**src/hw/rtl/piel_pkg.sv**
```systemverilog
// Shared types and constants for the positional insert/erase list.
// No dependencies; every other file of the block imports this package.
`default_nettype none

package piel_pkg;

	localparam int CAPACITY = 64;
	localparam int WORD_W   = 32;
	localparam int POS_W    = 7;
	localparam int CNT_W    = 7;
	localparam int KIND_W   = 3;
	localparam int STAT_W   = 2;
	localparam int IDX_W    = (CAPACITY > 1) ? $clog2(CAPACITY) : 1;
	localparam int GROUP    = 8;
	localparam int NGRP     = (CAPACITY + GROUP - 1) / GROUP;

	typedef logic signed [WORD_W-1:0] word_t;
	typedef logic [POS_W-1:0]         pos_t;
	typedef logic [CNT_W-1:0]         cnt_t;
	typedef logic [IDX_W-1:0]         idx_t;

	typedef enum logic [KIND_W-1:0] {
		K_APPEND = 3'd0,
		K_INSERT = 3'd1,
		K_REMOVE = 3'd2,
		K_ERASE  = 3'd3,
		K_READ   = 3'd4,
		K_CLEAR  = 3'd5
	} kind_t;

	typedef enum logic [STAT_W-1:0] {
		ST_OK    = 2'd0,
		ST_RANGE = 2'd1,
		ST_EMPTY = 2'd2,
		ST_FULL  = 2'd3
	} status_t;

	// What every cell does at the next edge.
	typedef enum logic [1:0] {
		ACT_HOLD,
		ACT_LOAD,
		ACT_INSERT,
		ACT_ERASE
	} act_t;

	typedef struct packed {
		act_t  act;
		pos_t  pos;
		word_t val;
	} cell_ctl_t;

	// Which cell drives its word onto the gather tree.
	typedef struct packed {
		logic en;
		pos_t pos;
	} sel_t;

endpackage

`default_nettype wire

```
**src/hw/rtl/piel_cell.sv**
```systemverilog
// One storage cell of the list: holds one word and trades it with its neighbors.
// Depends on piel_pkg for the control and select structs.
`default_nettype none

module piel_cell (
	input  wire                  clk,
	input  piel_pkg::idx_t       idx,
	input  piel_pkg::cell_ctl_t  ctl,
	input  piel_pkg::sel_t       sel,
	input  piel_pkg::word_t      left_word,
	input  piel_pkg::word_t      right_word,
	output piel_pkg::word_t      word,
	output piel_pkg::word_t      tap
);
	import piel_pkg::*;

	word_t word_q;
	pos_t  my_pos;

	assign my_pos = pos_t'(idx);
	assign word   = word_q;
	assign tap    = (sel.en && sel.pos == my_pos) ? word_q : '0;

	always_ff @(posedge clk) begin
		unique case (ctl.act)
			ACT_LOAD: begin
				if (my_pos == ctl.pos)
					word_q <= ctl.val;
			end
			ACT_INSERT: begin
				// move up above the slot, take the new word at it
				if (my_pos > ctl.pos)
					word_q <= left_word;
				else if (my_pos == ctl.pos)
					word_q <= ctl.val;
			end
			ACT_ERASE: begin
				if (my_pos >= ctl.pos)
					word_q <= right_word;
			end
			default: begin
			end
		endcase
	end

endmodule

`default_nettype wire

```
**config.mk**
```make
export PLATFORM = sky130hd
export DESIGN_NAME = piel_cell
export DESIGN_NICKNAME = d
export VERILOG_FILES = /design/src/hw/rtl/piel_pkg.sv /design/src/hw/rtl/piel_cell.sv
export SDC_FILE = /design/constraint.sdc
export NUM_CORES = 1
export LEC_CHECK = 0
export BUFFER_PORTS_ARGS = -buffer_cell sky130_fd_sc_hd__buf_2
export CORE_MARGIN = 3
export CORE_UTILIZATION = 42
export CTS_CLUSTER_DIAMETER = 60
export DETAILED_ROUTE_END_ITERATION = 8
export HOLD_SLACK_MARGIN = 0.02
export PLACE_DENSITY = 0.87
export SLEW_MARGIN = 20
export SYNTH_ARGS = -nofsm -noshare
export SYNTH_HDL_FRONTEND = slang
export SYNTH_SLANG_ARGS = --single-unit
```
**constraint.sdc**
```tcl
create_clock -name clk -period 2.2 [get_ports clk]
set_input_delay 0.22 -clock clk [delete_from_list [all_inputs] [get_ports clk]]
set_output_delay 0.22 -clock clk [all_outputs]
set_load 0.02 [all_outputs]
```
# ---- After elaboration in Yosys (flattened, before gate mapping)
# Cells that the tools add are included.
dict set report classes {
  n_eq_ne 6
  reduce_logical 3
  n_mux 5
  magnitude_cmp 2
}
# operator count
set ops {}
lappend ops {{$mux W32} 4}
lappend ops {{$pmux W32 S3} 1}
lappend ops {{$eq A6 B7 Y1} 1}
lappend ops {{$eq A7 B6 Y1} 1}
lappend ops {{$ge A6 B7 Y1} 1}
lappend ops {{$gt A6 B7 Y1} 1}
lappend ops {{$eq A2 B2 Y1 const B} 2}
lappend ops {{$reduce_bool A3 Y1} 1}
lappend ops {{$eq A2 B1 Y1 const B} 1}
lappend ops {{$ne A2 B2 Y1 const B} 1}
lappend ops {{$reduce_and A2 Y1} 1}
lappend ops {{$logic_and A1 B1 Y1} 1}
dict set report totals {
  in_bits 120
  regBits 32
  elab_cells 17
  output_inout_bits 64
}

# ---- Longest topological paths before layout
# Gate-level depths: netlist of run 1.
dict set report logic_depth {
  word_depth 4
  ltp_mapped 8
  mapped_depth_nobuf 6
}

# ---- Worst setup path after synthesis of run 1
# No wires, ideal clock.
dict set report synth_timing {
  kind {input to register}
  from {input ctl[36] in the netlist's numbering}
  to {register word_q[0] (netlist: word[0]) (enable)}
  stages 5
  setup_slack_ns 0.177
  required_time_ns 1.809
  t_arrival_ns 1.632
  path_cell_list {inv_1 -> ha_1 -> nand4b_4 -> a31oi_1 -> o22a_1}
}
dict set report synth_via {
  elab_chain_cells 3
}
# item line_no
set synth_lines {}
lappend synth_lines {{from (decl)} piel_cell.sv:8} ;# input piel_pkg::cell_ctl_t ctl,
lappend synth_lines {{$ge A6 B7 Y1} piel_cell.sv:38} ;# if (my_pos >= ctl.pos)
lappend synth_lines {{$ne A2 B2 Y1 (no line)} --}
lappend synth_lines {{$reduce_and A2 Y1 (no line)} --}
lappend synth_lines {{to (signal assigned)} piel_cell.sv:33} ;# word_q <= left_word;
lappend synth_lines {{to (signal assigned)} piel_cell.sv:35} ;# word_q <= ctl.val;
lappend synth_lines {{to (signal assigned)} piel_cell.sv:39} ;# word_q <= right_word;
lappend synth_lines {{to (decl)} piel_cell.sv:17} ;# word_t word_q;
# No other way between the ends.
# A chain may end at the register's enable or synchronous reset.

# ---- Final worst setup path of run 1
dict set report layout_timing {
  from {input idx[4]}
  to {register word_q[24] (netlist: word[24]), data pin}
}
dict set report layout_via {
  elab_chain_cells 4
}
# item line_no
set layout_lines {}
lappend layout_lines {{from (decl)} piel_cell.sv:7} ;# input piel_pkg::idx_t idx,
lappend layout_lines {{branches (longest 3 deep; another with $gt A6 B7 Y1)} --}
lappend layout_lines {{$pmux W32 S3 *} piel_cell.sv:25} ;# unique case (ctl.act)
lappend layout_lines {{to (signal assigned)} piel_cell.sv:28} ;# word_q <= ctl.val;
lappend layout_lines {{to (signal assigned)} piel_cell.sv:33}
lappend layout_lines {{to (signal assigned)} piel_cell.sv:35}
# Every way passes the cells marked *.

==> results.json, run 1 <==
{
  "yosysSeqAreaShare_pct": 36.8,
  "die-area_mm2": 0.00719,
  "cpPeakStageDelay_ns": 0.63,
  "wire_per_inst_um": 14.6,
  "critPathSlowestCell": "o221a_4",
  "crit_required_ns": 2.20,
  "grt_pass1_vias": 2573,
  "h-tree-depth": 2,
  "numCtsBuffers": 5,
  "grt_overflow": 0,
  "crit_path_max_fanout": 32,
  "setup_viol": 0,
  "yosysWarnings": 0,
  "hold_buffers": 0,
  "vdd_drop_max_uv": 336,
  "io_buffers": 183,
  "hold_viol": 0,
  "postSynthNetCount": 373,
  "die_w_um": 84.8,
  "rows": 28,
  "final_util_pct": 62.2,
  "core-area_mm2": 0.00596,
  "synth_area_leaders": "edfxtp_1 37%, o221ai_2 17%, mux2i_1 12%, and2_1 7.9%, inv_1 5.6%",
  "crit_type": "in -> reg",
  "synth_top_area_share_pct": 36.8,
  "syn_to_final_growth_pct": 42.0,
  "grt_max_degree": 33,
  "register_area_um2": 961,
  "maxSlewViolCount": 0,
  "drive_gt1_share_pct": 54.2,
  "tns_ns": 0,
  "ys_types": 28,
  "worstPathCellList": "buf_2 > ha_1 > a211oi_1 > o21ai_0 > o221a_4 > o221ai_2",
  "post_cts_buffers": 0,
  "place_hpwl_um": 5890,
  "track_usage_pct": 19.6,
  "grt_pass1_wl_um": 11600,
  "period_needed_ns": 1.86,
  "die_h_um": 84.8,
  "multi_input_area_mm2": 0.00141,
  "cap_violations": 0,
  "drt_pass1_iterations": 4,
  "p_per_area_mw_per_mm2": 518,
  "synth_area_mm2": 0.00261,
  "cts_buffer_depth": 2,
  "cts_tree": "built",
  "async_flop_share_pct": 0,
  "cts_root_buf": "clkbuf_8",
  "routed_wl_um": 7360,
  "hold_path.class": "in -> reg",
  "drcViolationCount": 0,
  "min_from": "right_word[13]",
  "ioPinCount": 184,
  "cts_sinks": 32,
  "viasPerCell": 4.99,
  "postRouteAntennaNets": 0,
  "start_util_pct": 43.8,
  "ys.flop_type": "edfxtp_1",
  "worstMarginPinSlew_ns": 0.598,
  "vias": 2521,
  "n_fill_cell": 524,
  "clock.fmax_mhz": 538,
  "r2r-start": "word[28]",
  "p_leak_nw": 2.06,
  "synth_top_cell_by_area": "edfxtp_1",
  "syn_avg_cell_area_um2": 10.6,
  "fin_skew_ns": 0,
  "status": "completed",
  "worst_setup_path_start_kind": "primary input",
  "ys_ff_latch": 32,
  "rsz0062_at_grt": "false",
  "min_period_over_period_pct": 84.5,
  "drtIter0Drc": 45,
  "crit_arrival_ns": 1.86,
  "fin_nets": 556,
  "largest_reg_flops": 32,
  "postSynthCellCount": 247,
  "gp_congestion": 0.751,
  "grt_antenna_before_repair": 0,
  "cts.clk_slew.worst_paths_ns": 0.07,
  "crit_path_start": "idx[4]",
  "synth_edf_count": 32,
  "clkLatencyLatePin_ns": 0.28,
  "max-slew-margin-rel_pct": 60.1,
  "end_kind": "flip-flop",
  "cts-resized-gates": 0,
  "diodes": 0
}
==> cell usage in the layout (no fill, tap or decap), types with 2 or more instances in the layout <==
| cell | n |
|---|---|
| o221ai_1 | 2 |
| nand2_1 | 32 |
| inv_1 | 39 |
| clkinv_1 | 2 |
| buf_4 | 8 |
| nand3_1 | 2 |
| o21ai_0 | 2 |
| o221ai_2 | 30 |
| a21oi_1 | 2 |
| edfxtp_1 | 32 |
| mux2i_1 | 32 |
| ha_1 | 6 |
| nand3b_1 | 2 |
| xnor2_1 | 4 |
| and2_1 | 33 |
| xor2_1 | 2 |
| buf_2 | 183 |
| buf_12 | 2 |
| clkbuf_8 | 5 |
==> Yosys cell counts, drive strengths merged, types with 4 or more instances <==
| cell | count |
|---|---|
| clkbuf | 7 |
| buf | 10 |
| xnor2 | 4 |
| mux2i | 32 |
| and2 | 33 |
| edfxtp | 32 |
| ha | 6 |
| inv | 39 |
| o221ai | 32 |
| nand2 | 32 |
==> metal layers <==
layer / vias to the layer above / GRT usage [%] / share of wire, %
li1: 1245 / - / -
met1: 1164 / 21.6 / 37
met2: 106 / 37.1 / 54
met3: 6 / 5.24 / 8.2
met4: 0 / 5.18 / 0.88
met5: - / 0 / 0
==> power breakdown <==
part | internal, mW | switching, mW
Clock | 0.209 | 0.213
Combinational | 0.288 | 0.355
Sequential | 0.795 | 0.0598
Total | 1.29 | 0.628
==> worst max-delay path: cells and delay by family <==
kind                     cells  cell delay (ns)
buffers and inverters        1             0.11
AO/OA/AOI/OAI                4             1.16
adder cells (fa/ha/maj)      1             0.33
==> path summary, 6_finish.rpt <==
kind,endpoint,slack [ns],depth (start not counted)
max,word[24],0.34,6
min,word[13],0.22,3
max reg2reg,word[28],1.15,2
min reg2reg,word[18],0.69,2
==> metrics by stage <==
step	setup WS (ns)	total power, mW	cell area, um^2	instances	hold slack, ns
floorplan	0.177	1.26	2610	247	0.414
global placement	0.129	1.49	3630	498	0.499
detailed placement	0.000358	1.52	3630	498	0.504
CTS	0.323	1.95	3700	505	0.207
global route	0.180	2.03	3700	505	0.218
finish	0.340	1.92	3700	505	0.219
==> cells by family after synthesis <==
| kind of cell | share of synthesized area [%] |
|---|---|
| xor+xnor | 2.01 |
| fa+ha+maj | 2.88 |
| mux | 12.3 |
| flops | 36.8 |
| buf+inv | 9.78 |
| compound gates | 21.2 |
| simple gates | 15.0 |
==> cell type report <==
type / count / area share [%]
Multi-Input combinational cell: 159 / 38.1
Tap cell: 75 / 2.53
Inverter: 39 / 3.95
Timing Repair Buffer: 193 / 27.4
Clock inverter: 2 / 0.203
Sequential cell: 32 / 25.9
Clock buffer: 5 / 1.86
(Power assumes the default switching activity.)
==> run 2: changes to the inputs <==
- CORE_UTILIZATION: 42 -> 38
- PLACE_DENSITY: 0.87 -> 0.83
- clock period: 2.2 -> 1.62 ns (I/O delays scaled with it)
==> run 2 against run 1 <==
  * Via count increased by 5.8%
  * Clock-buffer cell count increased by 1
  * The run now ends with setup timing left
  * Non-clock buffer count up 9
  * Sequential power grew 38%
  * Largest cell class unchanged
==> results.json, run 2 (synthesis results as in run 1) <==
{
  "setup_viol": 31,
  "drt_pass1_iterations": 4,
  "rsz0062_at_grt": "true",
  "worstMarginPinSlew_ns": 0.272,
  "drtIter0Drc": 97,
  "grt_pass1_wl_um": 11900,
  "n_fill_cell": 505,
  "hold_path.class": "in -> reg",
  "failed_checks": "setup timing",
  "pwr-share-comb_pct": 36.0,
  "io_buffers": 183,
  "wire_per_inst_um": 17.0,
  "status": "complete, but fails checks",
  "final_common_cell": "buf_2",
  "largest_reg_flops": 32,
  "p_per_area_mw_per_mm2": 634,
  "syn_to_final_growth_pct": 67.0,
  "crit_arrival_ns": 1.51,
  "track_usage_pct": 19.7,
  "grt_max_degree": 18,
  "fin_nets": 565,
  "start_util_pct": 40.2,
  "cts.clk_slew.worst_paths_ns": 0.07,
  "die_h_um": 88.9,
  "gp_congestion": 0.709,
  "switching_power_mw": 0.924,
  "fin_skew_ns": 0,
  "grt_overflow": 0,
  "crit_path_max_fanout": 8,
  "ioPinCount": 184,
  "core-area_mm2": 0.00649,
  "cts_sinks": 32,
  "p_leak_nw": 2.24,
  "worst_setup_path_start_kind": "primary input",
  "crit_required_ns": 1.46,
  "multi_input_area_mm2": 0.00162,
  "h-tree-depth": 2,
  "end_kind": "primary output",
  "grt_antenna_before_repair": 0,
  "grt_pass1_vias": 2581,
  "die_w_um": 88.9,
  "clock.fmax_mhz": 600,
  "maxSlewViolCount": 0,
  "cap_violations": 0,
  "vdd_drop_max_uv": 353,
  "timing.final.ws_setup_ns": -0.0473,
  "seqPwrFrac_pct": 42.6,
  "final_area_mm2": 0.00436,
  "cts_tree": "built",
  "reg2regPathDepth": 2,
  "met2_usage_pct": 38.5,
  "mostFrequentLayoutCells": "149 x buf_2, 36 x buf_6, 35 x inv_1",
  "min_period_over_period_pct": 103,
  "place_area_mm2": 0.00386,
  "clkPwrFrac_pct": 21.4,
  "viasPerCell": 5.17,
  "grt.met3_usage_pct": 4.19,
  "numCtsBuffers": 5,
  "hold_buffers": 0,
  "diodes": 0,
  "period_needed_ns": 1.67,
  "drive_gt1_share_pct": 66.3,
  "drcViolationCount": 0,
  "die-area_mm2": 0.00790,
  "top_usage_layer": "met2",
  "cts_root_buf": "clkbuf_8",
  "p_sw_share_pct": 33.5,
  "power.total_mw": 2.76,
  "rows": 29,
  "register_area_um2": 961,
  "routed_wl_um": 8770,
  "crit_type": "in -> out",
  "internal_power_mw": 1.84,
  "whs_path_depth": 3,
  "clkLatencyLatePin_ns": 0.27,
  "grtUsageMet1_pct": 21.4,
  "postRouteAntennaNets": 0,
  "max-slew-margin-rel_pct": 81.9,
  "cts_buffer_depth": 2,
  "hold_viol": 0,
  "place_hpwl_um": 6250,
  "vias": 2668
}
## run 2: final cells by class
type | instances | area share (%)
inverter | 39 | 3.88
clock buffer | 6 | 1.67
clock inverter | 1 | 0.115
sequential | 32 | 22.1
tap | 77 | 2.21
multi-input combinational | 159 | 37.3
timing repair buffer | 202 | 32.8
## run 2: path summary, 6_finish.rpt
| path | from | slack (ns) | end |
|---|---|---|---|
| worst min-delay path | right_word[11] | 0.16 | word[11] |
| worst max register to register | word[20] | 0.59 | word[20] |
| worst min register to register | word[28] | 0.71 | word[28] |
| worst max-delay path | idx[4] | -0.05 | tap[23] |
## run 2: timing repair
item                       CTS  global route
cloned                       1             2
setup buffers                1             0
setup endpoints to repair   64            53
pin swaps                    1             7
gates resized for setup     41            73
## run 2: routing by layer
layer  wire [um]  up-vias
met5           0        -
met4          93        0
met3         648        8
met2        4790      127
met1        3240     1270
li1            -     1263
## run 2: through the flow
step | std cells | hold WS, ns | util (%) | setup WS, ns | TNS, ns
floorplan | 247 | 0.356 | - | -0.00212 | -0.0637
global placement | 507 | 0.440 | 59.4 | -0.291 | -10.51
detailed placement | 507 | 0.447 | 59.4 | -0.369 | -12.57
CTS | 516 | 0.153 | 62.6 | -0.00722 | -0.0265
global route | 516 | 0.157 | 67.1 | -0.103 | -2.45
finish | 516 | 0.162 | 67.1 | -0.0473 | -0.738
## run 2: critical path, stage by stage
cell and delay (ns):
buf_6 0.10, buf_6 0.12, xnor2_4 0.15, nand3_2 0.11, nor4_4 0.24, buf_6 0.20, buf_6 0.15, and2_1 0.15
buf_6 0.12
## run 2: power by group through the flow
stage	combinational [mW]	clock (mW)	sequential, mW
2_1_floorplan	0.434	0	1.31
3_3_place_gp	0.940	0	1.17
3_5_place_dp	0.967	0	1.18
4_1_cts	0.975	0.609	1.17
5_1_grt	1.08	0.652	1.19
6_report	0.995	0.590	1.18
==> run 3: changes to the inputs <==
- CELL_PAD_IN_SITES_DETAIL_PLACEMENT: not set -> 2
- CELL_PAD_IN_SITES_GLOBAL_PLACEMENT: not set -> 2
- CORE_UTILIZATION: 38 -> 20
- PLACE_DENSITY: 0.83 -> 0.8
- TNS_END_PERCENT: not set -> 50
==> run 3 against run 2 <==
  * The flow still finishes with violations (setup timing)
  * Sequential cell count unchanged
  * Sequential share of layout area down 1.2 points
  * Maximum frequency down 2.4%
  * Cell count up 20%
  * Routed wire length up 24%
  * Clock skew unchanged
  * Power up 18%
  * Combinational power about the same
  * Critical path type unchanged
  * Clock-buffer cell count unchanged
  * Highest routed layer unchanged
  * Via count up 1.8%
  * Utilization down 31 points
==> results.json, run 3 (synthesis results as in run 1) <==
{
  "grt_pass1_vias": 3078,
  "worstMarginPinSlew_ns": 0.279,
  "cts_buffer_depth": 2,
  "hold_path.class": "in -> reg",
  "p_leak_nw": 2.32,
  "ff2ff_setup_slack_ns": 0.59,
  "io_buffers": 183,
  "cp.depth": 9,
  "r2r-start": "word[17]",
  "grt_pass1_wl_um": 16200,
  "crit_arrival_ns": 1.55,
  "routed_wl_um": 10900,
  "drtIter0Drc": 58,
  "drive_gt1_share_pct": 66.6,
  "track_usage_pct": 14.0,
  "rsz0062_at_grt": "true",
  "path_buf_inv": 5,
  "reg2regPathDepth": 2,
  "cp-endpoint": "tap[9]",
  "grt_antenna_before_repair": 0,
  "mostFrequentLayoutCells": "147 x buf_2, 35 x inv_1, 33 x buf_6",
  "crit_path_max_fanout": 7,
  "cts_sinks": 32,
  "final_common_cell": "buf_2",
  "grt_max_degree": 18,
  "cts_root_buf": "clkbuf_16",
  "hold_buffers": 0,
  "grt_overflow": 0,
  "critPathTopFamily": "buffers and inverters",
  "min_period_over_period_pct": 105,
  "worstPathCellList": "buf_8 > buf_6 > xnor2_2 > nand3_2 > nor4_4 > buf_6 > clkbuf_16 > and2_4 > buf_6",
  "die_h_um": 120,
  "crit_required_ns": 1.46,
  "gp_congestion": 0.693,
  "place_hpwl_um": 8410,
  "setup_viol": 43,
  "final_util_pct": 36.4,
  "failed_checks": "setup timing",
  "status": "complete, but fails checks",
  "cp_common_cell": "buf_6",
  "cts_tree": "built",
  "syn_to_final_growth_pct": 77.0,
  "ioPinCount": 184,
  "vias": 2717,
  "fin_nets": 571,
  "rows": 41,
  "max-slew-margin-rel_pct": 81.2,
  "numCtsBuffers": 5,
  "hold_viol": 0,
  "p_per_area_mw_per_mm2": 708,
  "cap_violations": 0,
  "vdd_drop_max_uv": 510,
  "drcViolationCount": 0,
  "worstReg2RegEnd": "word[17]",
  "die-area_mm2": 0.0145,
  "viasPerCell": 4.40,
  "h-tree-depth": 2,
  "wire_per_inst_um": 17.6,
  "worst_setup_path_start_kind": "primary input",
  "fin_skew_ns": 0,
  "maxSlewViolCount": 0,
  "end_kind": "primary output",
  "postRouteAntennaNets": 0,
  "period_needed_ns": 1.71,
  "crit_type": "in -> out",
  "crit_path_start": "idx[4]",
  "timing.hold.ws_ns": 0.172,
  "clkLatencyLatePin_ns": 0.27,
  "start_util_pct": 20.6,
  "critPathSlowestCell": "nor4_4",
  "cts.clk_slew.worst_paths_ns": 0.06,
  "diodes": 0,
  "timing.final.ws_setup_ns": -0.0884,
  "cpPeakStageDelay_ns": 0.25,
  "core-area_mm2": 0.0127,
  "largest_reg_flops": 32,
  "clock.fmax_mhz": 585,
  "drt_pass1_iterations": 4,
  "die_w_um": 120
}
-- run 3: changes by cell type in the layout (fill, tap and decap cells not counted), sizes merged --
cell | previous run | this run
buf | 200 | 206
bufinv | 0 | 1
-- run 3: power breakdown --
part	internal (mW)	switching [mW]	leakage, nW
logic	0.478	0.543	1.92
registers	1.08	0.0977	0.324
clock network	0.723	0.349	0.0808
total	2.28	0.989	2.32
-- run 3: worst min-delay path: stages --
cell,delay (ns)
buf_2,0.07
nand2_1,0.05
o221ai_2,0.05
-- run 3: worst min-delay path by stage --
stage	startpoint	to	slack, ns	cells after the start
floorplan	right_word[19]	word[19]	0.36	2
global placement	right_word[19]	word[19]	0.44	3
detailed placement	right_word[15]	word[15]	0.45	3
CTS	right_word[15]	word[15]	0.16	3
global route	right_word[15]	word[15]	0.17	3
finish	right_word[15]	word[15]	0.17	3
-- run 3: layout make-up --
| cell class | instances | area [um^2] |
|---|---|---|
| Fill cell | 1375 | 8050 |
| Multi-Input combinational cell | 159 | 1620 |
| Timing Repair Buffer | 208 | 1490 |
| Sequential cell | 32 | 961 |
| Tap cell | 172 | 215 |
| Inverter | 39 | 169 |
| Clock buffer | 6 | 129 |
| Clock inverter | 2 | 35.0 |
-- run 3: what timing repair did --
item	in CTS	in global routing
buffers inserted	1	2
setup endpoints to repair	64	64
pin swaps	2	8
resized for setup	76	43
gates cloned	2	2
-- run 3: stage by stage --
stage,setup TNS [ns],power [mW],cell area (um^2),cells,setup WS (ns)
after global routing,-6.05,3.44,4620,618,-0.151
after detailed placement,-21.44,2.18,3990,604,-0.351
final,-1.68,3.27,4620,618,-0.0884
after CTS,-0.384,3.31,4420,615,-0.0341
after global placement,-17.88,2.14,3990,604,-0.293
after floorplan,-0.0637,1.75,2760,247,-0.00212
-- run 3: routing by layer --
layer,vias to the layer above,GRT usage [%],part of all wire (%)
li1,1274,-,-
met1,1324,15.3,38
met2,109,27.4,55
met3,10,3.55,5.9
met4,0,2.55,1.0
met5,-,0,0
